File: src/rtl/core/prq_pkg.sv
package prq_pkg;

    localparam int KIND_W     = 2;
    localparam int STATUS_W   = 2;
    localparam int QUANTUM_W  = 8;
    localparam int CFG_IDX_W  = 2;
    localparam int CFG_DATA_W = 8;

    localparam logic [KIND_W-1:0] KIND_ENQ   = 2'd0;
    localparam logic [KIND_W-1:0] KIND_PICK  = 2'd1;
    localparam logic [KIND_W-1:0] KIND_TICK  = 2'd2;
    localparam logic [KIND_W-1:0] KIND_STEAL = 2'd3;

    localparam logic [STATUS_W-1:0] ST_OK    = 2'd0;
    localparam logic [STATUS_W-1:0] ST_EMPTY = 2'd1;
    localparam logic [STATUS_W-1:0] ST_FULL  = 2'd2;
    localparam logic [STATUS_W-1:0] ST_DUP   = 2'd3;

    localparam logic [CFG_IDX_W-1:0] CFG_QUANTUM = 2'd0;
    localparam logic [CFG_IDX_W-1:0] CFG_PREEMPT = 2'd1;

    localparam logic [QUANTUM_W-1:0] QUANTUM_RESET = 8'd3;

    // per-cycle command broadcast along the cell row
    typedef struct packed {
        logic enq;
        logic pick;
        logic front;
    } cell_ctrl_t;

endpackage

File: src/rtl/core/prq_cell.sv
module prq_cell #(
    parameter int ID_BITS   = 8,
    parameter int PRIO_BITS = 6
) (
    input  logic                  clk,
    input  prq_pkg::cell_ctrl_t   ctrl,
    input  logic                  occ,
    input  logic [ID_BITS-1:0]    new_id,
    input  logic [PRIO_BITS-1:0]  new_prio,
    input  logic                  left_after,
    input  logic [ID_BITS-1:0]    left_id,
    input  logic [PRIO_BITS-1:0]  left_prio,
    input  logic [ID_BITS-1:0]    right_id,
    input  logic [PRIO_BITS-1:0]  right_prio,
    output logic [ID_BITS-1:0]    id,
    output logic [PRIO_BITS-1:0]  prio,
    output logic                  after,
    output logic                  match
);

    logic [ID_BITS-1:0]   id_reg;
    logic [ID_BITS-1:0]   id_next;
    logic [PRIO_BITS-1:0] prio_reg;
    logic [PRIO_BITS-1:0] prio_next;

    // entry stays ahead of the new word
    assign after = occ && (ctrl.front ? (prio_reg < new_prio) : (prio_reg <= new_prio));
    assign match = occ && (id_reg == new_id);
    assign id    = id_reg;
    assign prio  = prio_reg;

    always_comb
    begin
        id_next   = id_reg;
        prio_next = prio_reg;
        if (ctrl.enq && !after)
        begin
            if (left_after)
            begin
                id_next   = new_id;
                prio_next = new_prio;
            end
            else
            begin
                id_next   = left_id;
                prio_next = left_prio;
            end
        end
        else if (ctrl.pick)
        begin
            id_next   = right_id;
            prio_next = right_prio;
        end
    end

    always_ff @(posedge clk)
    begin
        id_reg   <= id_next;
        prio_reg <= prio_next;
    end

endmodule

File: src/rtl/core/prq_chain.sv
module prq_chain #(
    parameter int QUEUE_DEPTH = 16,
    parameter int PRIO_BITS   = 6,
    parameter int ID_BITS     = 8,
    parameter int CNT_W       = $clog2(QUEUE_DEPTH + 1)
) (
    input  logic                  clk,
    input  prq_pkg::cell_ctrl_t   ctrl,
    input  logic [CNT_W-1:0]      count,
    input  logic [ID_BITS-1:0]    new_id,
    input  logic [PRIO_BITS-1:0]  new_prio,
    output logic                  dup,
    output logic [ID_BITS-1:0]    head_id,
    output logic [PRIO_BITS-1:0]  head_prio,
    output logic [ID_BITS-1:0]    tail_id,
    output logic [PRIO_BITS-1:0]  tail_prio
);

    logic [ID_BITS-1:0]   cell_id   [QUEUE_DEPTH];
    logic [PRIO_BITS-1:0] cell_prio [QUEUE_DEPTH];
    logic [QUEUE_DEPTH-1:0] cell_after;
    logic [QUEUE_DEPTH-1:0] cell_match;
    logic [QUEUE_DEPTH-1:0] cell_occ;
    logic [QUEUE_DEPTH-1:0] cell_tail;

    for (genvar i = 0; i < QUEUE_DEPTH; i++)
    begin : g_cell
        logic                 l_after;
        logic [ID_BITS-1:0]   l_id;
        logic [PRIO_BITS-1:0] l_prio;
        logic [ID_BITS-1:0]   r_id;
        logic [PRIO_BITS-1:0] r_prio;

        assign cell_occ[i]  = CNT_W'(i) < count;
        assign cell_tail[i] = CNT_W'(i + 1) == count;

        if (i == 0)
        begin : g_first
            assign l_after = 1'b1;
            assign l_id    = new_id;
            assign l_prio  = new_prio;
        end
        else
        begin : g_mid
            assign l_after = cell_after[i-1];
            assign l_id    = cell_id[i-1];
            assign l_prio  = cell_prio[i-1];
        end

        if (i == QUEUE_DEPTH - 1)
        begin : g_last
            assign r_id   = cell_id[i];
            assign r_prio = cell_prio[i];
        end
        else
        begin : g_inner
            assign r_id   = cell_id[i+1];
            assign r_prio = cell_prio[i+1];
        end

        prq_cell #(
            .ID_BITS   (ID_BITS),
            .PRIO_BITS (PRIO_BITS)
        ) u_cell (
            .clk        (clk),
            .ctrl       (ctrl),
            .occ        (cell_occ[i]),
            .new_id     (new_id),
            .new_prio   (new_prio),
            .left_after (l_after),
            .left_id    (l_id),
            .left_prio  (l_prio),
            .right_id   (r_id),
            .right_prio (r_prio),
            .id         (cell_id[i]),
            .prio       (cell_prio[i]),
            .after      (cell_after[i]),
            .match      (cell_match[i])
        );
    end

    assign dup       = |cell_match;
    assign head_id   = cell_id[0];
    assign head_prio = cell_prio[0];

    always_comb
    begin
        tail_id   = '0;
        tail_prio = '0;
        for (int k = 0; k < QUEUE_DEPTH; k++)
        begin
            tail_id   = tail_id   | (cell_id[k]   & {ID_BITS{cell_tail[k]}});
            tail_prio = tail_prio | (cell_prio[k] & {PRIO_BITS{cell_tail[k]}});
        end
    end

endmodule

File: src/rtl/core/priority_ready_queue_scheduler_top.sv
// Priority ready queue scheduler. Tasks wait in a row of shift cells kept
// sorted by priority (lower value first); enqueue, pick, tick and steal are
// issued with start while busy is low. The command is registered on the
// accept edge and executed on the next one, and a new command is only
// taken once busy is low again; done pulses for one cycle after the
// execute edge with the result word. The receiver cannot stall: the result
// must be captured while done is high. Duplicate detection and the tail
// select are a compare across all cells in the execute cycle, which sets
// the clock. Configuration writes are always taken (cfg_ready stays high)
// and should only be made while busy is low.
module priority_ready_queue_scheduler_top #(
    parameter int QUEUE_DEPTH = 16,
    parameter int PRIO_BITS   = 6,
    parameter int ID_BITS     = 8,
    localparam int CNT_W      = $clog2(QUEUE_DEPTH + 1)
) (
    input  logic                            clk,
    input  logic                            rst_n,
    input  logic                            start,
    output logic                            busy,
    input  logic [prq_pkg::KIND_W-1:0]      kind,
    input  logic [ID_BITS-1:0]              task_id,
    input  logic [PRIO_BITS-1:0]            task_prio,
    input  logic                            was_runnable,
    input  logic                            insert_front,
    input  logic                            cfg_valid,
    output logic                            cfg_ready,
    input  logic [prq_pkg::CFG_IDX_W-1:0]   cfg_index,
    input  logic [prq_pkg::CFG_DATA_W-1:0]  cfg_data,
    output logic                            done,
    output logic [prq_pkg::STATUS_W-1:0]    status,
    output logic [ID_BITS-1:0]              out_id,
    output logic [PRIO_BITS-1:0]            out_prio,
    output logic                            out_valid,
    output logic                            resched,
    output logic                            requeue_front,
    output logic [CNT_W-1:0]                queued
);

    logic                             busy_reg;
    logic                             done_reg;
    logic [prq_pkg::KIND_W-1:0]       kind_reg;
    logic [ID_BITS-1:0]               id_reg;
    logic [PRIO_BITS-1:0]             prio_reg;
    logic                             runnable_reg;
    logic                             front_reg;

    logic [CNT_W-1:0]                 count_reg;
    logic [CNT_W-1:0]                 count_next;
    logic [ID_BITS-1:0]               cur_id_reg;
    logic [ID_BITS-1:0]               cur_id_next;
    logic [PRIO_BITS-1:0]             cur_prio_reg;
    logic [PRIO_BITS-1:0]             cur_prio_next;
    logic                             cur_busy_reg;
    logic                             cur_busy_next;
    logic [prq_pkg::QUANTUM_W-1:0]    slice_reg;
    logic [prq_pkg::QUANTUM_W-1:0]    slice_next;
    logic                             resched_reg;
    logic                             resched_next;
    logic [prq_pkg::QUANTUM_W-1:0]    quantum_reg;
    logic                             preempt_reg;

    logic [prq_pkg::STATUS_W-1:0]     status_reg;
    logic [prq_pkg::STATUS_W-1:0]     status_next;
    logic [ID_BITS-1:0]               oid_reg;
    logic [ID_BITS-1:0]               oid_next;
    logic [PRIO_BITS-1:0]             oprio_reg;
    logic [PRIO_BITS-1:0]             oprio_next;
    logic                             ovalid_reg;
    logic                             ovalid_next;
    logic                             rqf_reg;
    logic                             rqf_next;

    prq_pkg::cell_ctrl_t              ctrl;
    logic                             dup;
    logic                             full;
    logic                             empty;
    logic                             accept;
    logic [ID_BITS-1:0]               head_id;
    logic [PRIO_BITS-1:0]             head_prio;
    logic [ID_BITS-1:0]               tail_id;
    logic [PRIO_BITS-1:0]             tail_prio;

    assign accept    = start && !busy_reg;
    assign full      = count_reg == CNT_W'(QUEUE_DEPTH);
    assign empty     = count_reg == '0;
    assign cfg_ready = 1'b1;

    prq_chain #(
        .QUEUE_DEPTH (QUEUE_DEPTH),
        .PRIO_BITS   (PRIO_BITS),
        .ID_BITS     (ID_BITS),
        .CNT_W       (CNT_W)
    ) u_chain (
        .clk       (clk),
        .ctrl      (ctrl),
        .count     (count_reg),
        .new_id    (id_reg),
        .new_prio  (prio_reg),
        .dup       (dup),
        .head_id   (head_id),
        .head_prio (head_prio),
        .tail_id   (tail_id),
        .tail_prio (tail_prio)
    );

    always_comb
    begin
        ctrl.enq   = busy_reg && (kind_reg == prq_pkg::KIND_ENQ) && !dup && !full;
        ctrl.pick  = busy_reg && (kind_reg == prq_pkg::KIND_PICK) && !empty;
        ctrl.front = front_reg;

        count_next    = count_reg;
        cur_id_next   = cur_id_reg;
        cur_prio_next = cur_prio_reg;
        cur_busy_next = cur_busy_reg;
        slice_next    = slice_reg;
        resched_next  = resched_reg;
        status_next   = prq_pkg::ST_OK;
        oid_next      = '0;
        oprio_next    = '0;
        ovalid_next   = 1'b0;
        rqf_next      = 1'b0;

        case (kind_reg)
            prq_pkg::KIND_ENQ:
            begin
                if (dup)
                begin
                    status_next = prq_pkg::ST_DUP;
                end
                else if (full)
                begin
                    status_next = prq_pkg::ST_FULL;
                end
                else
                begin
                    count_next = count_reg + CNT_W'(1);
                    if (!runnable_reg && preempt_reg && cur_busy_reg &&
                        (prio_reg < cur_prio_reg))
                    begin
                        resched_next = 1'b1;
                        rqf_next     = 1'b1;
                    end
                end
            end
            prq_pkg::KIND_PICK:
            begin
                resched_next = 1'b0;
                if (empty)
                begin
                    status_next   = prq_pkg::ST_EMPTY;
                    cur_busy_next = 1'b0;
                    slice_next    = '0;
                end
                else
                begin
                    cur_id_next   = head_id;
                    cur_prio_next = head_prio;
                    cur_busy_next = 1'b1;
                    slice_next    = quantum_reg;
                    count_next    = count_reg - CNT_W'(1);
                    oid_next      = head_id;
                    oprio_next    = head_prio;
                    ovalid_next   = 1'b1;
                end
            end
            prq_pkg::KIND_TICK:
            begin
                if (cur_busy_reg)
                begin
                    if (slice_reg != '0)
                    begin
                        slice_next = slice_reg - (prq_pkg::QUANTUM_W)'(1);
                    end
                    if (slice_next == '0)
                    begin
                        resched_next = 1'b1;
                    end
                end
            end
            prq_pkg::KIND_STEAL:
            begin
                if (empty)
                begin
                    status_next = prq_pkg::ST_EMPTY;
                end
                else
                begin
                    oid_next    = tail_id;
                    oprio_next  = tail_prio;
                    ovalid_next = 1'b1;
                    count_next  = count_reg - CNT_W'(1);
                end
            end
            default:
            begin
                status_next = prq_pkg::ST_OK;
            end
        endcase
    end

    always_ff @(posedge clk or negedge rst_n)
    begin
        if (!rst_n)
        begin
            busy_reg     <= 1'b0;
            done_reg     <= 1'b0;
            count_reg    <= '0;
            cur_id_reg   <= '0;
            cur_prio_reg <= '0;
            cur_busy_reg <= 1'b0;
            slice_reg    <= '0;
            resched_reg  <= 1'b0;
            quantum_reg  <= prq_pkg::QUANTUM_RESET;
            preempt_reg  <= 1'b0;
        end
        else
        begin
            done_reg <= busy_reg;
            if (accept)
            begin
                busy_reg <= 1'b1;
            end
            else if (busy_reg)
            begin
                busy_reg     <= 1'b0;
                count_reg    <= count_next;
                cur_id_reg   <= cur_id_next;
                cur_prio_reg <= cur_prio_next;
                cur_busy_reg <= cur_busy_next;
                slice_reg    <= slice_next;
                resched_reg  <= resched_next;
            end
            if (cfg_valid && cfg_ready)
            begin
                if (cfg_index == prq_pkg::CFG_QUANTUM)
                begin
                    quantum_reg <= cfg_data[prq_pkg::QUANTUM_W-1:0];
                end
                else if (cfg_index == prq_pkg::CFG_PREEMPT)
                begin
                    preempt_reg <= cfg_data[0];
                end
            end
        end
    end

    // command and result words
    always_ff @(posedge clk)
    begin
        if (accept)
        begin
            kind_reg     <= kind;
            id_reg       <= task_id;
            prio_reg     <= task_prio;
            runnable_reg <= was_runnable;
            front_reg    <= insert_front;
        end
        if (busy_reg)
        begin
            status_reg <= status_next;
            oid_reg    <= oid_next;
            oprio_reg  <= oprio_next;
            ovalid_reg <= ovalid_next;
            rqf_reg    <= rqf_next;
        end
    end

    assign busy          = busy_reg;
    assign done          = done_reg;
    assign status        = status_reg;
    assign out_id        = oid_reg;
    assign out_prio      = oprio_reg;
    assign out_valid     = ovalid_reg;
    assign resched       = resched_reg;
    assign requeue_front = rqf_reg;
    assign queued        = count_reg;

endmodule

File: config.mk
export PLATFORM = sky130hd
export DESIGN_NAME = priority_ready_queue_scheduler_top
export DESIGN_NICKNAME = d
export VERILOG_FILES = /design/src/rtl/core/prq_pkg.sv /design/src/rtl/core/prq_cell.sv /design/src/rtl/core/prq_chain.sv /design/src/rtl/core/priority_ready_queue_scheduler_top.sv
export SDC_FILE = /design/constraint.sdc
export NUM_CORES = 1
export LEC_CHECK = 0
export ABC_AREA = 1
export BUFFER_PORTS_ARGS = -buffer_cell sky130_fd_sc_hd__buf_4
export CAP_MARGIN = 20
export CELL_PAD_IN_SITES_DETAIL_PLACEMENT = 1
export CELL_PAD_IN_SITES_GLOBAL_PLACEMENT = 2
export CORE_MARGIN = 10
export CORE_UTILIZATION = 35
export CTS_BUF_LIST = sky130_fd_sc_hd__clkbuf_8
export DETAILED_ROUTE_END_ITERATION = 8
export PLACE_DENSITY = 0.77
export SLEW_MARGIN = 20
export SYNTH_ARGS = -nofsm -noshare
export SYNTH_HDL_FRONTEND = slang
export SYNTH_SLANG_ARGS = --single-unit
File: constraint.sdc
create_clock -name clk -period 2.8 [get_ports clk]
set_input_delay 0.56 -clock clk [delete_from_list [all_inputs] [get_ports clk]]
set_output_delay 0.56 -clock clk [all_outputs]
set_load 0.005 [all_outputs]
Yosys cells after proc, flatten, opt, wreduce, memory -nomap -nowiden:

Cells that the tools add are included.

* register bits: 292
* logic and storage cells: 458

* $add $sub $neg: 3
* $lt $le $gt $ge: 49
* equal/unequal tests: 43
* mux-type cells: 135
* bitwise gates (word level): 66
* reductions and logical operators: 111

Operator list (count)
* 8-bit two-way mux: 52
* 6-bit two-way mux: 47
* 8-bit bitwise AND: 16
* 8-bit == test: 16
* 8-bit bitwise OR: 15
* 6-bit less-than comparator: 17
* 6-bit bitwise AND: 16
* 6-bit <= comparator: 16
* 6-bit bitwise OR: 15
* 1-bit logical AND: 57
* 4-bit by 5-bit == test with 1-bit output, first input constant: 8
* 4-bit by 5-bit less-than comparator with 1-bit output, first input constant: 8
* 2-bit nonzero test: 17
* 8-bit case mux with 2 select lines: 2
* 1-bit two-way mux: 25
* 1-bit zero test: 21
* 3-bit by 5-bit == test with 1-bit output, first input constant: 4
* 3-bit by 5-bit less-than comparator with 1-bit output, first input constant: 4
* 18-bit OR reduction: 1
* 16-bit OR reduction: 1
* 5-bit two-way mux: 3
* 6-bit case mux with 2 select lines: 1
* 2-bit by 5-bit == test with 1-bit output, first input constant: 2
* 1-bit by 5-bit less-than comparator with 1-bit output, first input constant: 2
* 27 further kinds: 41

Depth between registers and ports, before layout:

* depth after elaboration: 19
* gate-level depth with buffers: 18
* mapped depth without buffers: 16

Cells and area by module:

A second synthesis with hierarchy kept.

* cell total of the unflattened synthesis: 3289
* area total of the unflattened synthesis: 23810.3 µm²

Modules (own cells, without submodules)
* prq_cell at u_chain.g_cell[0].u_cell ...: instances 14, cells each 142, area each 1088.5 µm²
* priority_ready_queue_scheduler_top: instances 1, cells each 341, area each 3378.2 µm²
* prq_chain: instances 1, cells each 676, area each 3012.9 µm²
* prq_cell at u_chain.g_cell[8].u_cell ...: instances 2, cells each 142, area each 1089.8 µm²

Worst setup path before layout:

OpenSTA, ideal clock, no wires.

* path kind: register to register
* start: register prio_reg[1]
* end: register u_chain.g_cell[10].u_cell.id_reg[0] (enable)
* setup time: 0.348 ns
* data arrival time: 2.726 ns
* required time: 2.452 ns
* setup slack: -0.274 ns
* stages on the path, launching flop included: 15
* buffers on the path: 2
* cells stage by stage: edfxtp_1 -> inv_1 -> clkbuf_1 -> ha_1 -> inv_1 -> nor2_1 -> nor2_1 -> nor2_1 -> o21ai_0 -> nand3_1 -> o21ai_0 -> nand2_1 -> nand4_1 -> buf_2 -> nand2_1

* word-level cells in the longest chain between the ends: 6

RTL lines
* from (decl): RTL line priority_ready_queue_scheduler_top.sv:44 `logic [PRIO_BITS-1:0] prio_reg;`
* from (signal assigned): RTL line priority_ready_queue_scheduler_top.sv:256 `prio_reg <= task_prio;`
* 6-bit <= comparator / 6-bit less-than comparator (equally long branches): RTL line prq_cell.sv:27 `assign after = occ && (ctrl.front ? (prio_reg < new_prio) : (prio_reg <= new_prio));`
* 1-bit two-way mux *: RTL line prq_cell.sv:27
* 1-bit logical AND *: RTL line prq_cell.sv:27
* 1-bit zero test *: RTL line prq_cell.sv:36 `if (ctrl.enq && !after)`
* 1-bit logical AND *: RTL line prq_cell.sv:36
* 2-bit nonzero test (no source line) *
* to (signal assigned): RTL line prq_cell.sv:58 `id_reg <= id_next;`
* to (decl): RTL line prq_cell.sv:21 `logic [ID_BITS-1:0] id_reg;`

Mark *: on every way between the ends. The rest lies on a longest branch, timed or not.
A chain may end at the register's enable or synchronous reset.

Final worst setup path:

* start: register id_reg[3]
* end: register u_chain.g_cell[5].u_cell.id_reg[6] (enable)

* word-level cells in the longest chain between the ends: 8

RTL lines
* from (decl): RTL line priority_ready_queue_scheduler_top.sv:43 `logic [ID_BITS-1:0] id_reg;`
* from (signal assigned): RTL line priority_ready_queue_scheduler_top.sv:255 `id_reg <= task_id;`
* 8-bit == test: RTL line prq_cell.sv:28 `assign match = occ && (id_reg == new_id);`
* 1-bit logical AND: RTL line prq_cell.sv:28
* 16-bit OR reduction *: RTL line prq_chain.sv:82 `assign dup = |cell_match;`
* 1-bit zero test *: RTL line priority_ready_queue_scheduler_top.sv:109 `ctrl.enq = busy_reg && (kind_reg == prq_pkg::KIND_ENQ) && !dup && !full;`
* 1-bit logical AND * (2 in series): RTL line priority_ready_queue_scheduler_top.sv:109
* 1-bit logical AND *: RTL line prq_cell.sv:36
* 2-bit nonzero test (no source line) *
* to (signal assigned): RTL line prq_cell.sv:58
* to (decl): RTL line prq_cell.sv:21

Marked as above.

==> impl_metrics.toml <==
[outcome]
outcome = "complete, but fails checks"
violations = "setup timing"

[sta]
worst_slack_ns = -0.0720
rsz0062_at_grt = "true"
worst_slew_pin_slew_ns = 0.716
min_period_ns = 2.87
fmax_mhz = 348
finalMaxSlewViolations = 0
tns_ns = -2.05
skew_ns = 0.0367
maxSlewHeadroom_pct = 52.2
setup_viol = 65
hold_viol_final = 0
post-route-period-util_pct = 103
whs_ns = 0.0574

[setup_path]
cp_num_cells = 18
cp_max_fo = 10
slowest_delay_ns = 0.38
critPathBufInv = 9
crit_path_end_kind = "register"
arrival_ns = 3.27
path_cells = "buf_6 > inv_6 > buf_12 > buf_4 > nand2_1 > nand2_1 > nor2_1 > nand3b_1 > o21ai_0 > inv_1 > nand3_2 > buf_4 > nor2_4 > buf_6 > buf_12 > nand4_4 > nand2_4 > bufbuf_16"
cpMaxStageDelayCell = "edfxtp_1"
reg2reg_depth = 18
r2r-end = "u_chain.g_cell[5].u_cell.id[6]"
path_delay_family = "buffers and inverters"
ff2ff_setup_slack_ns = -0.07
critPathRequiredTime_ns = 3.20
critical_path_class = "reg -> reg"
crit_start = "id_reg[3]"
critPathCapture = "u_chain.g_cell[5].u_cell.id[6]"
cp-start-kind = "register"
reg2reg_from = "id_reg[3]"

[floorplanning]
num_rows = 91
ios = 59
die_y_um = 270
core-area_um2 = 61800
dieWidth_um = 270
die_area_um2 = 72900
start_util_pct = 35.4

[final_layout]
layout.nets = 3563
area_growth_pct = 36.1
fillers = 7529
finalInstanceArea_um2 = 29800
largest_register_ffs = 128
drive_gt1_share_pct = 25.2

[routing]
drc = 0
drt-initial-drc-count = 2529
first_pass_iters = 7
vias_per_cell = 5.79
wl_um = 127000
wl_per_cell_um = 29.5
ant_nets = 0
vias = 24900

[synthesis]
synth_xor_xnor_area_share_pct = 3.40
synthSimpleGateAreaFrac_pct = 31.8
synthArstFlopShare_pct = 11.0
synthMuxAreaShare_pct = 0.103
syn-num-nets = 3029
syn-instance-count = 2889
synth.cell_area_um2 = 21900
synthAdderAreaFrac_pct = 6.18
ys_ff_latch = 292
ys_seq_area_share_pct = 39.4
ys_warn_count = 0
yosys_most_used_dff = "edfxtp_1"
synth_top_family_by_area = "simple AND/OR/NAND/NOR gates"
postSynthAreaPerCell_um2 = 7.57
synth-edff-count = 260
synth_compound_area_share_pct = 10.8
synth.distinct_cells = 52

[clocking]
clk-insertion-delay-late_ns = 0.70
h-tree-depth = 2
cts_tree = "yes"
cts.sinks = 292
clkSlewWorstSetupHoldPaths_ns = 0.06
numCtsBuffers = 58
clock_path_buffers = 3
cts_root_buffer = "clkbuf_8"

[min_path]
hp-class = "in -> reg"

[placement]
gp_congestion = 1.03
dp_slack_ns = -0.501
place_area_um2 = 27300
port_buffers = 57
dp_hpwl_um = 96500

[run]
maxCapViolations = 0

[power_and_ir_drop]
power_density_nw_per_um2 = 737
ir_worst_vdd_v = 0.000407
p_leak_nw = 13.8
power_w = 0.0219

[global_routing]
grt_pass1_wl_um = 179000
grt_max_degree = 109
grtUsageTotal_pct = 33.3
overflow = 0
antenna_found_initial = 6
grt_pass1_vias = 25100
-- worst min path at each step --
stage               cells past startpoint         endpoint            start
floorplan                               0             busy            rst_n
global placement                        2      preempt_reg      preempt_reg
detailed placement                      2  cur_prio_reg[0]  cur_prio_reg[0]
CTS                                     1      prio_reg[4]     task_prio[4]
global route                            1      prio_reg[0]     task_prio[0]
finish                                  1      prio_reg[4]     task_prio[4]
-- kinds of logic (layout without fill, tap and decap cells) --
logic type / count (synthesis) / after routing
XOR/XNOR: 85 / 85
multiplexers: 2 / 2
adder cells (fa/ha/maj): 108 / 108
other: 1 / 4
flip-flops: 292 / 292
AND/OR/NAND/NOR: 1588 / 1588
buffers and inverters: 390 / 961
AO/OA/AOI/OAI: 423 / 423
-- Yosys cell counts, types with 11 or more instances --
master	count	area share, %
buf_6	23	1.2
dfrtp_1	30	3.4
nand2_1	1086	19
nor2_1	150	2.6
nand3_1	65	1.5
ha_1	108	6.2
o22ai_1	22	0.63
clkbuf_1	112	1.9
xnor2_1	54	2.2
a21oi_1	50	1.1
nor3_1	11	0.25
edfxtp_1	260	36
o21ai_0	280	6.4
xor2_1	31	1.2
a221oi_1	19	0.76
buf_2	12	0.27
buf_4	34	1.2
o211ai_1	12	0.41
nand4_1	243	7.0
o2111ai_1	16	0.64
inv_1	189	3.2
-- power by group --
part	internal [W]	leakage, nW	switching (W)
Clock	0.00212	0.595	0.00209
Sequential	0.00555	2.79	0.000536
Combinational	0.00440	10.4	0.00725
Total	0.0121	13.8	0.00987
-- what timing repair did --
action | CTS | global route
setup buffers | 24 | 9
resized for setup | 114 | 87
endpoints found under the hold margin | 30 | 0
endpoints found under the setup margin | 452 | 450
cloned | 11 | 5
pin swaps | 15 | 19
hold buffers | 1 | 0
-- cell type report --
type                            count  area (um2)  area share [%]
Multi-Input combinational cell   2207       11900            39.9
Inverter                          206         818            2.75
Sequential cell                   292        8620            29.0
Timing Repair Buffer              658        6350            21.3
Clock buffer                       63         867            2.91
Tap cell                          837        1050            3.52
Clock inverter                     34         169           0.568
Antenna cell                        3        7.51          0.0252
-- worst reg2reg max path, delay by kind of cell (launching register included) --
family | cells | cell delay, ns
buffers and inverters | 9 | 1.34
and+or+nand+nor | 8 | 0.77
AOI/OAI and AO/OA | 1 | 0.10
DFF | 1 | 0.38
-- per-stage QoR --
stage	std cells	utilization, %
6_report	4300	48.1
5_1_grt	4299	48.1
4_1_cts	4284	47.3
3_5_place_dp	4151	44.2
3_3_place_gp	4151	44.2
2_1_floorplan	2889	-
-- cells in the final DEF, fill, tap and decap left out, types with 10 or more instances in the layout --
master     instances
a21oi_1           49
a221oi_1          12
buf_12            71
buf_4            525
buf_6             38
clkbuf_8          63
clkinv_1          13
dfrtp_1           26
edfxtp_1         260
ha_1             106
inv_1            204
nand2_1         1052
nand2_2           34
nand3_1           57
nand3_2           11
nand4_1          243
nand4_4           10
nor2_1           127
nor2_2            17
o2111ai_1         16
o211ai_1          12
o21ai_0          256
o21ai_1           21
o21ai_2           10
o22ai_1           18
xnor2_1           53
xor2_1            28
-- routing by layer --
metal	vias to the layer above	wire (um)	GRT usage (%)
li1	11000	-	-
met1	12400	54000	44.6
met2	1133	54800	51.0
met3	305	10100	6.17
met4	2	7780	16.5
met5	-	13	0
Power figures use the tool's default switching activity.
